$ cat src/rtl/ten_pkg.sv
package ten_pkg;

    localparam logic [7:0] C_QMARK = 8'h3F;
    localparam logic [7:0] C_CR    = 8'h0D;
    localparam logic [7:0] C_LF    = 8'h0A;
    localparam logic [7:0] C_NONE  = 8'h00;

    localparam logic [1:0] C_HELD_ONE = 2'd1;
    localparam logic [1:0] C_HELD_TWO = 2'd2;
    localparam logic [1:0] C_HELD_BAD = 2'd3;

    typedef struct packed {
        logic [1:0] held;
        logic       drop_lf;
        logic       seen;
        logic       last_lf;
    } t_state;

    typedef struct packed {
        logic [1:0]      cnt;
        logic [2:0][7:0] bytes;
    } t_burst;

    function automatic logic [7:0] ten_trigraph_map(input logic [7:0] c);
        logic [7:0] m;
        unique case (c)
            8'h3D:   m = 8'h23;
            8'h28:   m = 8'h5B;
            8'h2F:   m = 8'h5C;
            8'h29:   m = 8'h5D;
            8'h27:   m = 8'h5E;
            8'h3C:   m = 8'h7B;
            8'h21:   m = 8'h7C;
            8'h3E:   m = 8'h7D;
            8'h2D:   m = 8'h7E;
            default: m = C_NONE;
        endcase
        return m;
    endfunction

endpackage

$ cat src/rtl/trigraph_eol_normalizer_top.sv
// Streaming trigraph replacement and line-end normalization for C source text.
// One byte enters per transfer and yields zero to three output bytes; a text
// is closed by an item with i_end_of_text set, which flushes held '?' bytes,
// appends a final LF when needed and returns all state to reset. Each item is
// registered, expanded combinationally and loaded into a three-byte output
// burst register; one item is taken per cycle while each item yields at most
// one byte and the output is not stalled. The single output port sets the
// rate: an item that yields more than one byte holds the input through
// o_stall until its burst is down to its last byte.
module trigraph_eol_normalizer_top
    import ten_pkg::*;
(
    input  logic       i_clk,
    input  logic       i_rst_n,
    input  logic       i_valid,
    output logic       o_stall,
    input  logic [7:0] i_in_byte,
    input  logic       i_end_of_text,
    output logic       o_valid,
    input  logic       i_stall,
    output logic [7:0] o_out_byte,
    output logic       o_run_last,
    output logic       o_text_last
);

    logic            r_in_valid;
    logic [7:0]      r_in_byte;
    logic            r_in_end;
    t_state          r_st;
    logic [1:0]      r_cnt;
    logic [2:0][7:0] r_bytes;
    logic            r_burst_end;

    logic            n_in_valid;
    t_state          n_st;
    logic [1:0]      n_cnt;
    logic [2:0][7:0] n_bytes;
    logic            n_burst_end;

    logic            burst_free;
    logic            adv;
    logic            in_take;
    logic            out_take;
    logic            load;
    t_burst          step_res;
    t_state          step_st;

    ten_step u_step (
        .i_byte (r_in_byte),
        .i_end  (r_in_end),
        .i_st   (r_st),
        .o_res  (step_res),
        .o_st   (step_st)
    );

    assign o_valid     = (r_cnt != 2'd0);
    assign o_out_byte  = r_bytes[0];
    assign o_run_last  = (r_cnt == 2'd1);
    assign o_text_last = (r_cnt == 2'd1) && r_burst_end;

    assign out_take   = o_valid && !i_stall;
    assign burst_free = (r_cnt == 2'd0) || ((r_cnt == 2'd1) && !i_stall);
    assign adv        = r_in_valid && burst_free;
    assign o_stall    = r_in_valid && !burst_free;
    assign in_take    = i_valid && !o_stall;
    assign load       = adv && (step_res.cnt != 2'd0);

    always_comb begin
        n_in_valid  = in_take ? 1'b1 : (adv ? 1'b0 : r_in_valid);
        n_st        = adv ? step_st : r_st;
        n_cnt       = r_cnt;
        n_bytes     = r_bytes;
        n_burst_end = r_burst_end;
        if (load) begin
            n_cnt       = step_res.cnt;
            n_bytes     = step_res.bytes;
            n_burst_end = r_in_end;
        end else if (out_take) begin
            n_cnt   = r_cnt - 2'd1;
            n_bytes = {8'h00, r_bytes[2], r_bytes[1]};
        end
    end

    always_ff @(posedge i_clk) begin
        if (!i_rst_n) begin
            r_in_valid <= 1'b0;
            r_st       <= '0;
            r_cnt      <= 2'd0;
        end else begin
            r_in_valid <= n_in_valid;
            r_st       <= n_st;
            r_cnt      <= n_cnt;
        end
    end

    always_ff @(posedge i_clk) begin
        if (in_take) begin
            r_in_byte <= i_in_byte;
            r_in_end  <= i_end_of_text;
        end
        r_bytes     <= n_bytes;
        r_burst_end <= n_burst_end;
    end

    a_held_range: assert property (@(posedge i_clk) disable iff (!i_rst_n)
        r_st.held != C_HELD_BAD)
        else $error("held question mark count out of range");

    a_end_clears: assert property (@(posedge i_clk) disable iff (!i_rst_n)
        (adv && r_in_end) |=> (r_st == '0))
        else $error("state not cleared after end of text");

    a_no_overwrite: assert property (@(posedge i_clk) disable iff (!i_rst_n)
        load |-> ((r_cnt == 2'd0) || ((r_cnt == 2'd1) && !i_stall)))
        else $error("burst loaded over pending output");

    a_stall_holds_item: assert property (@(posedge i_clk) disable iff (!i_rst_n)
        o_stall |=> (r_in_valid && $stable(r_in_byte) && $stable(r_in_end)))
        else $error("held input item lost");

endmodule

$ cat src/rtl/ten_step.sv
module ten_step
    import ten_pkg::*;
(
    input  logic [7:0] i_byte,
    input  logic       i_end,
    input  t_state     i_st,
    output t_burst     o_res,
    output t_state     o_st
);

    logic [1:0]      held;
    logic [1:0]      n_held;
    logic [7:0]      map;
    logic [2:0][7:0] s1;
    logic [1:0]      s1_cnt;
    logic [2:0][7:0] ob;
    logic [1:0]      ocnt;
    logic            drop;
    logic            seen;
    logic            lf;
    logic            need_lf;
    logic [7:0]      c;

    always_comb begin
        held   = (i_st.held == C_HELD_BAD) ? C_HELD_TWO : i_st.held;
        map    = ten_trigraph_map(i_byte);
        s1     = '0;
        s1_cnt = 2'd0;
        n_held = 2'd0;

        if (held == C_HELD_TWO) begin
            if (map != C_NONE) begin
                s1[0]  = map;
                s1_cnt = 2'd1;
            end else if (i_byte == C_QMARK) begin
                s1[0]  = C_QMARK;
                s1_cnt = 2'd1;
                n_held = C_HELD_TWO;
            end else begin
                s1[0]  = C_QMARK;
                s1[1]  = C_QMARK;
                s1[2]  = i_byte;
                s1_cnt = 2'd3;
            end
        end else if (held == C_HELD_ONE) begin
            if (i_byte == C_QMARK) begin
                n_held = C_HELD_TWO;
            end else begin
                s1[0]  = C_QMARK;
                s1[1]  = i_byte;
                s1_cnt = 2'd2;
            end
        end else begin
            if (i_byte == C_QMARK) begin
                n_held = C_HELD_ONE;
            end else begin
                s1[0]  = i_byte;
                s1_cnt = 2'd1;
            end
        end

        // line-end stage over the expanded bytes
        drop = i_st.drop_lf;
        seen = i_st.seen;
        lf   = i_st.last_lf;
        ob   = '0;
        ocnt = 2'd0;
        c    = C_NONE;
        for (int k = 0; k < 3; k++) begin
            if (2'(k) < s1_cnt) begin
                c = s1[k];
                if (c == C_CR) begin
                    ob[ocnt] = C_LF;
                    ocnt     = ocnt + 2'd1;
                    drop     = 1'b1;
                    seen     = 1'b1;
                    lf       = 1'b1;
                end else if (c == C_LF && drop) begin
                    drop = 1'b0;
                end else begin
                    ob[ocnt] = c;
                    ocnt     = ocnt + 2'd1;
                    drop     = 1'b0;
                    seen     = 1'b1;
                    lf       = (c == C_LF);
                end
            end
        end

        need_lf = (held != 2'd0) || (i_st.seen && !i_st.last_lf);

        if (i_end) begin
            ob   = '0;
            if (held != 2'd0) begin
                ob[0] = C_QMARK;
            end
            if (held == C_HELD_TWO) begin
                ob[1] = C_QMARK;
            end
            if (need_lf) begin
                ob[held] = C_LF;
            end
            o_res.cnt   = held + {1'b0, need_lf};
            o_res.bytes = ob;
            o_st        = '0;
        end else begin
            o_res.cnt    = ocnt;
            o_res.bytes  = ob;
            o_st.held    = n_held;
            o_st.drop_lf = drop;
            o_st.seen    = seen;
            o_st.last_lf = lf;
        end
    end

endmodule

$ cat config.mk
export PLATFORM = sky130hd
export DESIGN_NAME = trigraph_eol_normalizer_top
export DESIGN_NICKNAME = d
export VERILOG_FILES = /design/src/rtl/ten_pkg.sv /design/src/rtl/trigraph_eol_normalizer_top.sv /design/src/rtl/ten_step.sv
export SDC_FILE = /design/constraint.sdc
export NUM_CORES = 1
export LEC_CHECK = 0
export BUFFER_PORTS_ARGS = -buffer_cell sky130_fd_sc_hd__buf_2
export CAP_MARGIN = 20
export CORE_MARGIN = 4
export CORE_UTILIZATION = 63
export DETAILED_ROUTE_END_ITERATION = 8
export GPL_TIMING_DRIVEN = 0
export PLACE_DENSITY = 0.84
export SLEW_MARGIN = 10
export SYNTH_ARGS = -nofsm -noshare
export SYNTH_HDL_FRONTEND = slang
export SYNTH_SLANG_ARGS = --single-unit
$ cat constraint.sdc
create_clock -name i_clk -period 10.47 [get_ports i_clk]
set_input_delay 0 -clock i_clk [delete_from_list [all_inputs] [get_ports i_clk]]
set_output_delay 0 -clock i_clk [all_outputs]
set_load 0.005 [all_outputs]
==> flow_summary.toml, run 1 <==
[run_status]
status = "finished, final reports clean"

[setup_path]
cpMostUsedCell = "nand2_1"
max_stage_delay_ps = 760
endpoint_kind = "register"
cp.required_ps = 10530
crit_path_cell_trace = "clkbuf_1 > nand3_1 > o32ai_1 > nand4b_2 > nand2_1 > inv_1 > ha_1 > o41ai_1 > o211ai_1 > nand2_1 > ha_1 > a41oi_1 > nand2_1 > nor2_2 > buf_6 > o21ai_2 > buf_8"
crit_type = "register to register"
cp_max_fo = 17
rrSetupSlack_ps = 5660
cp-start-kind = "register"
crit_slowest_cell = "o32ai_1"
critPathArrivalTime_ps = 4880

[detailed_routing]
drtIter0Drc = 313
drt-vias-per-instance = 6.71
vias = 2659
first_pass_iters = 7
drc = 0
drt_wl_total_um = 7980
final_antenna_net_count = 0
wl_per_cell_um = 20.2

[timing]
rsz0062_at_grt = "false"
whs_ps = 58.9
hold_viol = 0
worstMarginPinSlew_ps = 989
slew_viol_final = 0
slew_headroom_pct = 33.5
setup_viol = 0
tns_ps = 0
skew_ps = 9.75
fmax_mhz = 208
layout_min_cycle_time_ps = 4810
post-route-period-util_pct = 46.0

[clock_network]
postCtsSetupBuffers = 0
cts_root_buf = "clkbuf_8"
clk_pin_slew_ps = 80
clock_sinks = 42
cts_tree = "built"
worst_skew_pair.late_latency_ps = 300
clock_path_buffers = 2
hold_buffers = 11
htreeDepth = 2
post_cts_resized = 0
cts_buffers = 5

[die]
die_x_um = 76.0
die_h_um = 76.0
rows = 24
initial_utilization_pct = 66.0
dieArea_um2 = 5780
io_pins = 25
fp.coreArea_um2 = 4410

[final_layout]
drive_gt1_share_pct = 21.8
syn2layout_area_growth_pct = 13.7
nets = 362
n_antenna_cell = 0
finalInstanceArea_um2 = 3310
post-route-util_pct = 75.1

[grt]
grt_max_degree = 18
grt_pass1_wl_um = 13200
grt_pass1_vias = 2615
antenna_found_initial = 0
grt_use_met1_pct = 37.3
grt.busiest_layer = "met2"
grt-ovfl-total = 0
met3_usage_pct = 5.56
grt_use_total_pct = 28.1
grt_use_met2_pct = 46.9

[job]
drv_cap = 0

[synth]
synth_top_family_by_area = "compound AO/OA/AOI/OAI gates"
postSynthAreaPerCell_um2 = 9.71
synth_area_leaders = "edfxtp_1, dfxtp_1, nor2_1"
synthAdderAreaFrac_pct = 2.58
synthSimpleGateAreaFrac_pct = 21.6
yosysWarnings = 0
ys_seq_elements = 42
synth_fp_nets = 319
ys_top_cells_by_count = "edfxtp_1, nor2_1, nand2_1"
synthCells = 300
yosysTopAreaCell = "edfxtp_1"
post-synth-top-count-cell = "edfxtp_1"
synth.area.mux_share_pct = 2.23
synthXorXnorAreaFrac_pct = 0.902
ys.flop_type = "edfxtp_1"
ys_seq_area_share_pct = 40.5
syn_area_um2 = 2910
async_flop_share_pct = 0
synth_edf_count = 34
synth_compound_area_share_pct = 24.1
synth_top_area_share_pct = 35.0
synth_cell_type_count = 72

[pwr]
ir_worst_vdd_uv = 108
finalPower_uw = 469
cellPowerDensity_nw_per_um2 = 142
power.leakage_nw = 1.31

[placement]
place_congestion = 0.979
dp_hpwl_um = 5890
place_area_um2 = 3120
port-buffer-count = 24

[worst_hold_path]
hp-class = "primary input to register"
[cell type report]
| cell class | instances | area, um^2 |
|---|---|---|
| timing repair buffer | 36 | 245 |
| buffer | 26 | 173 |
| clock inverter | 2 | 12.5 |
| inverter | 15 | 56.3 |
| clock buffer | 6 | 72.6 |
| tap | 52 | 65.1 |
| multi-input combinational | 217 | 1510 |
| sequential | 42 | 1180 |
| fill | 314 | 1100 |
[logic make-up (layout without fill, tap and decap cells)]
family,Yosys count,in the layout
AOI/OAI and AO/OA,92,92
buffers and inverters,41,85
muxes,5,5
other,1,1
xor gates and xnor gates,3,3
DFF,42,42
and+or+nand+nor,110,110
adders and majority gates,6,6
[power breakdown]
group | switching [mW] | internal (mW) | total, mW | leakage, nW
Clock | 0.0595 | 0.0472 | 0.107 | 0.0432
Combinational | 0.0734 | 0.0615 | 0.135 | 0.875
Sequential | 0.0111 | 0.216 | 0.227 | 0.390
[cell usage in the layout (no fill, tap or decap), types with 6 or more instances in the layout]
cell | Yosys | routed
edfxtp_1 | 34 | 34
buf_2 | 6 | 30
nor2_1 | 25 | 25
nand2_1 | 21 | 21
a21oi_1 | 18 | 18
inv_1 | 14 | 14
o21ai_0 | 13 | 12
nor3_1 | 11 | 11
dlygate4sd3_1 | 0 | 11
buf_4 | 10 | 10
nand3_1 | 8 | 8
dfxtp_1 | 8 | 8
nand2b_1 | 7 | 7
and3_1 | 7 | 7
a31oi_1 | 7 | 7
clkbuf_1 | 5 | 6
ha_1 | 6 | 6
[path summary, 6_finish.rpt]
kind	from	end	depth (start not counted)
setup / recovery	r_in_byte[5]	o_out_byte[0]	17
hold / removal	i_rst_n	r_st[3]	3
setup reg to reg	r_in_byte[5]	o_out_byte[0]	17
hold reg to reg	r_in_end	r_burst_end	0
[flip-flops by register name (all words and copies together) (netlist names)]
name and count:
r_in_valid 1, r_in_end 1, r_bytes 16, o_out_byte 8, r_in_byte 8, r_burst_end 1
r_cnt 2, r_st 5
[critical path, delay by kind of cell (launching register included)]
kind                       cells  cell delay (ps)
AOI/OAI and AO/OA              5             1340
buffers and inverters          4              920
DFF                            1              400
adders and majority gates      2              650
and+or+nand+nor                6             1280
[per-stage QoR]
step,setup WS [ps],cells
after detailed placement,5860,377
after global placement,4840,376
after floorplan,5970,300
after global routing,5450,396
final,5660,396
after CTS,5840,396
[metal layers]
layer  routed length (um)  share of wire [%]
met4                  148                1.9
met3                  675                8.5
met2                 3840                 48
met5                    0                  0
met1                 3320                 42
Power figures use the tool's default switching activity.
==> inputs of run 2 (changes only) <==
CORE_UTILIZATION = 54   (was 63)
PLACE_DENSITY = 0.76   (was 0.84)
clock period = 4.34 ns   (was 10.47 ns; I/O delays follow)
==> run 2 against run 1 <==
Clock skew is 3.9 ps lower. Non-clock buffer count is 4 higher. Final cell count is 5.6% higher. Combinational power grew to 2.5 times the previous value. Worst setup slack worse by 5400 ps. Die area is 15% higher. Wire length is 2.8% higher. Global-route usage is 1.8 points lower. Register-to-register slack worse by 5400 ps. Power is 150% higher. Critical endpoint is now o_out_byte[2].
==> flow_summary.toml, run 2 (same netlist as run 1, synthesis figures left out) <==
[detailed_routing]
drt-vias-per-instance = 6.39
drtIter0Drc = 264
final_antenna_net_count = 0
first_pass_iters = 7
drc = 0
drt_wl_total_um = 8200
wl_per_cell_um = 19.6
vias = 2669

[run_status]
status = "finished, final reports clean"

[clock_network]
worst_skew_pair.late_latency_ps = 290
cts_buffers = 5
cts_tree = "built"
cts_root_buf = "clkbuf_8"
clock_sinks = 42
clock_path_buffers = 2
clk_pin_slew_ps = 80
htreeDepth = 2

[pwr]
power.leakage_nw = 1.35
cellPowerDensity_nw_per_um2 = 333
finalPower_mw = 1.15
ir_worst_vdd_uv = 150

[grt]
grt-ovfl-total = 0
grt_max_degree = 15
grt_use_total_pct = 26.3
antenna_found_initial = 0
grt_pass1_vias = 2593
grt_pass1_wl_um = 13100

[timing]
slew_viol_final = 0
hold_viol = 0
layout_setup_ws_ps = 241
worstMarginPinSlew_ps = 1020
skew_ps = 5.88
post-route-period-util_pct = 94.4
slew_headroom_pct = 31.5
fmax_mhz = 244
layout_min_cycle_time_ps = 4100
setup_viol = 0

[die]
dieArea_um2 = 6640
die_h_um = 81.5
fp.coreArea_um2 = 5170
rows = 26
io_pins = 25
initial_utilization_pct = 56.3
die_x_um = 81.5

[final_layout]
n_antenna_cell = 0
final_cell_mix = "edfxtp_1, buf_2, nor2_1"
drive_gt1_share_pct = 25.6
syn2layout_area_growth_pct = 19.0
final_common_cell = "edfxtp_1"
nets = 366
top_register = "r_bytes"
largest_reg_flops = 16

[placement]
place_congestion = 0.961
port-buffer-count = 24
dp_hpwl_um = 6060
place_ws_ps = -228

[setup_path]
reg2regPathDepth = 17
critPathArrivalTime_ps = 4150
endpoint_kind = "register"
cp.required_ps = 4390
crit_type = "register to register"
rrSetupSlack_ps = 240
cp_max_fo = 10
cp-start-kind = "register"
r2r_end = "o_out_byte[2]"
r2r-start = "r_in_byte[6]"
crit_start = "r_in_byte[6]"
endpoint = "o_out_byte[2]"

[job]
drv_cap = 0

[worst_hold_path]
hp-class = "primary input to register"
run 2: how the worst min path moves through the flow:
stage,from,endpoint,slack (ps),cells after the start
after floorplan,i_in_byte[0],r_in_byte[0],100,0
after global placement,i_in_byte[2],r_in_byte[2],180,1
after detailed placement,i_in_byte[6],r_in_byte[6],180,1
after CTS,i_rst_n,r_cnt[1],80,3
after global routing,i_rst_n,r_cnt[1],120,3
final,i_rst_n,r_st[3],80,3
run 2: per-stage QoR:
| stage | area, um^2 | utilization, % | std cells | setup TNS, ps | hold slack (ps) |
|---|---|---|---|---|---|
| floorplan | 2910 | - | 300 | 0 | 98.9 |
| global placement | 3120 | 60.4 | 394 | -20440 | 177 |
| detailed placement | 3140 | 60.7 | 395 | -4360 | 179 |
| CTS | 3370 | 65.2 | 414 | 0 | 79.5 |
| global route | 3470 | 67.1 | 418 | -328 | 119 |
| finish | 3470 | 67.1 | 418 | 0 | 76.9 |
run 2: layout make-up:
type,count,area (um^2)
fill,418,1700
multi-input combinational,217,1590
clock buffer,6,82.6
sequential,42,1180
timing repair buffer,41,283
clock inverter,2,12.5
inverter,15,56.3
tap,70,87.6
buffer,25,173
run 2: where the power goes:
part	switching (mW)	total, mW	internal [mW]
sequential	0.0253	0.547	0.522
clock	0.139	0.267	0.128
combinational	0.185	0.340	0.155
run 2: critical path: stages (launching register included):
cell and delay, ps:
edfxtp_1 400, buf_6 160, nand4bb_4 300, or4_4 500
o311a_1 180, nand4b_2 140, nand2_1 100, inv_1 140
ha_1 280, o41ai_1 80, o211ai_1 170, nand2_1 140
ha_1 240, a41oi_1 190, and2_4 200, buf_6 140
a21oi_1 130, a221o_1 360
run 2: per-layer routing:
layer  wire (um)  vias up  global-route usage, %
met1        3350     1251                   33.3
met3         644       33                   6.03
li1            -     1232                      -
met2        3950      153                   43.3
met4         255        0                   11.0
met5           0        -                      0
run 2: repair_timing:
| action | in CTS | in global routing |
|---|---|---|
| pin swaps | 0 | 6 |
| setup endpoints to repair | 33 | 34 |
| endpoints found under the hold margin | 10 | 0 |
| resized for setup | 4 | 9 |
| hold buffers | 11 | 0 |
| setup buffers | 0 | 5 |
==> inputs of run 3 (changes only) <==
ABC_AREA = 1   (was not set)
CORE_MARGIN = 5   (was 4)
CORE_UTILIZATION = 55   (was 54)
PLACE_DENSITY = 0.77   (was 0.76)
SLEW_MARGIN = 20   (was 10)
==> run 3 against run 2 <==
Worst hold slack got worse by 26 ps. Die area increased by 10%. Critical path depth increased by 7. Wire length decreased by 6.8%. Clock skew decreased by 0.89 ps. Register-to-register slack improved by 60 ps. Worst setup slack improved by 59 ps. Combinational power decreased by 33%. Sequential share of layout area decreased by 1.1 points. Non-clock buffer count decreased by 16. Via count increased by 4.3%. Largest cell class unchanged.
==> flow_summary.toml, run 3 <==
[clock_network]
cts_tree = "built"
cts_buffers = 5
clk_pin_slew_ps = 80
cts_root_buf = "clkbuf_8"
clock_sinks = 42
worst_skew_pair.late_latency_ps = 290
clock_path_buffers = 2
htreeDepth = 2
postCtsSetupBuffers = 0

[placement]
place_congestion = 0.973
port-buffer-count = 24
place_ws_ps = -344
placed_cells = 501
dp_hpwl_um = 5980

[timing]
fmax_mhz = 248
slew_headroom_pct = 66.8
rsz0062_at_grt = "false"
layout_setup_ws_ps = 300
post-route-period-util_pct = 93.1
slew_viol_final = 0
skew_ps = 5.00
worstMarginPinSlew_ps = 495
setup_viol = 0
layout_min_cycle_time_ps = 4040
tns_ps = 0
hold_viol = 0

[die]
die_h_um = 85.6
io_pins = 25
fp.coreArea_um2 = 5540
rows = 27
initial_utilization_pct = 56.7
dieArea_um2 = 7320
die_x_um = 85.6

[setup_path]
endpoint = "r_bytes[13]"
reg2regPathDepth = 24
cp_max_fo = 24
critPathArrivalTime_ps = 4060
endpoint_kind = "register"
crit_start = "r_in_byte[3]"
cp.required_ps = 4360
cp-start-kind = "register"
crit_type = "register to register"
r2r_end = "r_bytes[13]"
rrSetupSlack_ps = 300
r2r-start = "r_in_byte[3]"

[synth]
synth_top_area_share_pct = 32.5
synth_fp_nets = 424
yosysTopAreaCell = "edfxtp_1"
synth.area.mux_share_pct = 0
synthCells = 405
yosysWarnings = 0
post-synth-top-count-cell = "nand2_1"
synthSimpleGateAreaFrac_pct = 34.6
synth_compound_area_share_pct = 14.4
ys_top_cells_by_count = "nand2_1, nor2_1, inv_1"
ys.flop_type = "edfxtp_1"
synth_cell_type_count = 37
synth_edf_count = 34
postSynthAreaPerCell_um2 = 7.75
synth_top_family_by_area = "simple AND/OR/NAND/NOR gates"
synthAdderAreaFrac_pct = 2.39
ys_seq_area_share_pct = 37.6
syn_area_um2 = 3140
synthXorXnorAreaFrac_pct = 0
synth_area_leaders = "edfxtp_1, nand2_1, nor2_1"
ys_seq_elements = 42
async_flop_share_pct = 0

[pwr]
ir_worst_vdd_uv = 153
internal_power_uw = 764
power.leakage_nw = 1.60
combinationalPowerShare_pct = 21.6
p_clk_share_pct = 29.2
pwr-share-seq_pct = 49.1
cellPowerDensity_nw_per_um2 = 296
switching_share_pct = 27.9
netSwitchingPower_uw = 295

[final_layout]
fillers = 501
final_cell_mix = "nand2_1, nor2_1, inv_1"
post-route-util_pct = 64.7
largest_reg_flops = 16
final_common_cell = "nand2_1"
nets = 465
syn2layout_area_growth_pct = 14.1
multi_input_area_um2 = 1640
drive_gt1_share_pct = 27.5
final_cells = 519
seq_area_um2 = 1180
top_register = "r_bytes"
n_antenna_cell = 0

[detailed_routing]
drtIter0Drc = 203
drt-met1-wl_um = 3420
drc = 0
drt_wl_total_um = 7650
first_pass_iters = 5
vias = 2784
dr.max_layer_used = "met4"
drt-vias-per-instance = 5.36
route.met3.wl_um = 487
final_antenna_net_count = 0
wl_per_cell_um = 14.7
met2_length_um = 3620

[worst_hold_path]
min_from = "i_rst_n"
hp-class = "primary input to register"

[run_status]
status = "finished, final reports clean"

[job]
drv_cap = 0

[grt]
grt_pass1_vias = 2644
grt_pass1_wl_um = 12600
grt_use_total_pct = 21.7
grt-ovfl-total = 0
grt_max_degree = 25
antenna_found_initial = 0
==> run 3: worst min-delay path by stage <==
stage,end,cells after the start
after floorplan,r_in_byte[0],0
after global placement,r_in_end,1
after detailed placement,r_in_byte[7],1
after CTS,r_st[3],3
after global routing,r_cnt[0],3
final,r_cnt[0],3
==> run 3: through the flow <==
| step | instance area, um^2 | power [mW] | hold WS, ps |
|---|---|---|---|
| 2_1_floorplan | 3140 | 0.687 | 98.9 |
| 3_3_place_gp | 3350 | 0.741 | 176 |
| 3_5_place_dp | 3350 | 0.748 | 178 |
| 4_1_cts | 3570 | 1.06 | 46.4 |
| 5_1_grt | 3580 | 1.11 | 58.5 |
| 6_report | 3580 | 1.06 | 50.6 |
==> run 3: metal layers <==
metal  vias to the layer above  track usage (%)
li1                       1416                -
met1                      1256             29.2
met2                       104             36.1
met3                         8             2.59
met4                         0             7.48
met5                         -                0
==> run 3: final cells by class <==
type,instances,share of cell area (%)
Buffer,16,4.09
Timing Repair Buffer,34,6.15
Clock inverter,2,1.05
Inverter,51,5.48
Tap cell,72,2.51
Multi-Input combinational cell,296,45.7
Clock buffer,6,2.03
Sequential cell,42,33.0
==> run 3: kinds of logic (layout without fill, tap and decap cells) <==
group	count (synthesis)	in the layout
AO/OA/AOI/OAI	69	69
flip-flops	42	42
other	1	1
adder cells (fa/ha/maj)	6	6
buffers and inverters	67	109
AND/OR/NAND/NOR	220	220
==> run 3: power by group through the flow <==
stage / clock network (mW) / registers [mW] / logic (mW)
after floorplan: 0 / 0.522 / 0.164
after global placement: 0 / 0.528 / 0.213
after detailed placement: 0 / 0.531 / 0.218
after CTS: 0.317 / 0.521 / 0.228
after global routing: 0.333 / 0.525 / 0.256
final: 0.310 / 0.520 / 0.229
==> run 3: what timing repair did <==
item / 4_1_cts / 5_1_grt
endpoints found under the hold margin: 10 / 0
hold buffers: 10 / 0
setup endpoints to repair: 24 / 24
resized for setup: 2 / 4
==> run 3: critical path, cell delays in order (launching register included) <==
cell	delay, ps
edfxtp_1	530
nand2_2	180
nor2_2	70
nand2_2	130
nor2_4	50
inv_2	120
nand2_2	90
a21oi_1	310
nand2_1	110
nor2_2	120
nand3_2	110
nand2_1	100
inv_1	80
ha_1	280
nand2_1	60
nand2_2	70
nand3_2	130
ha_1	330
nand2_1	70
nand2_1	70
a21oi_2	170
nand3_4	120
nand2_8	140
buf_12	160
nand2_8	140
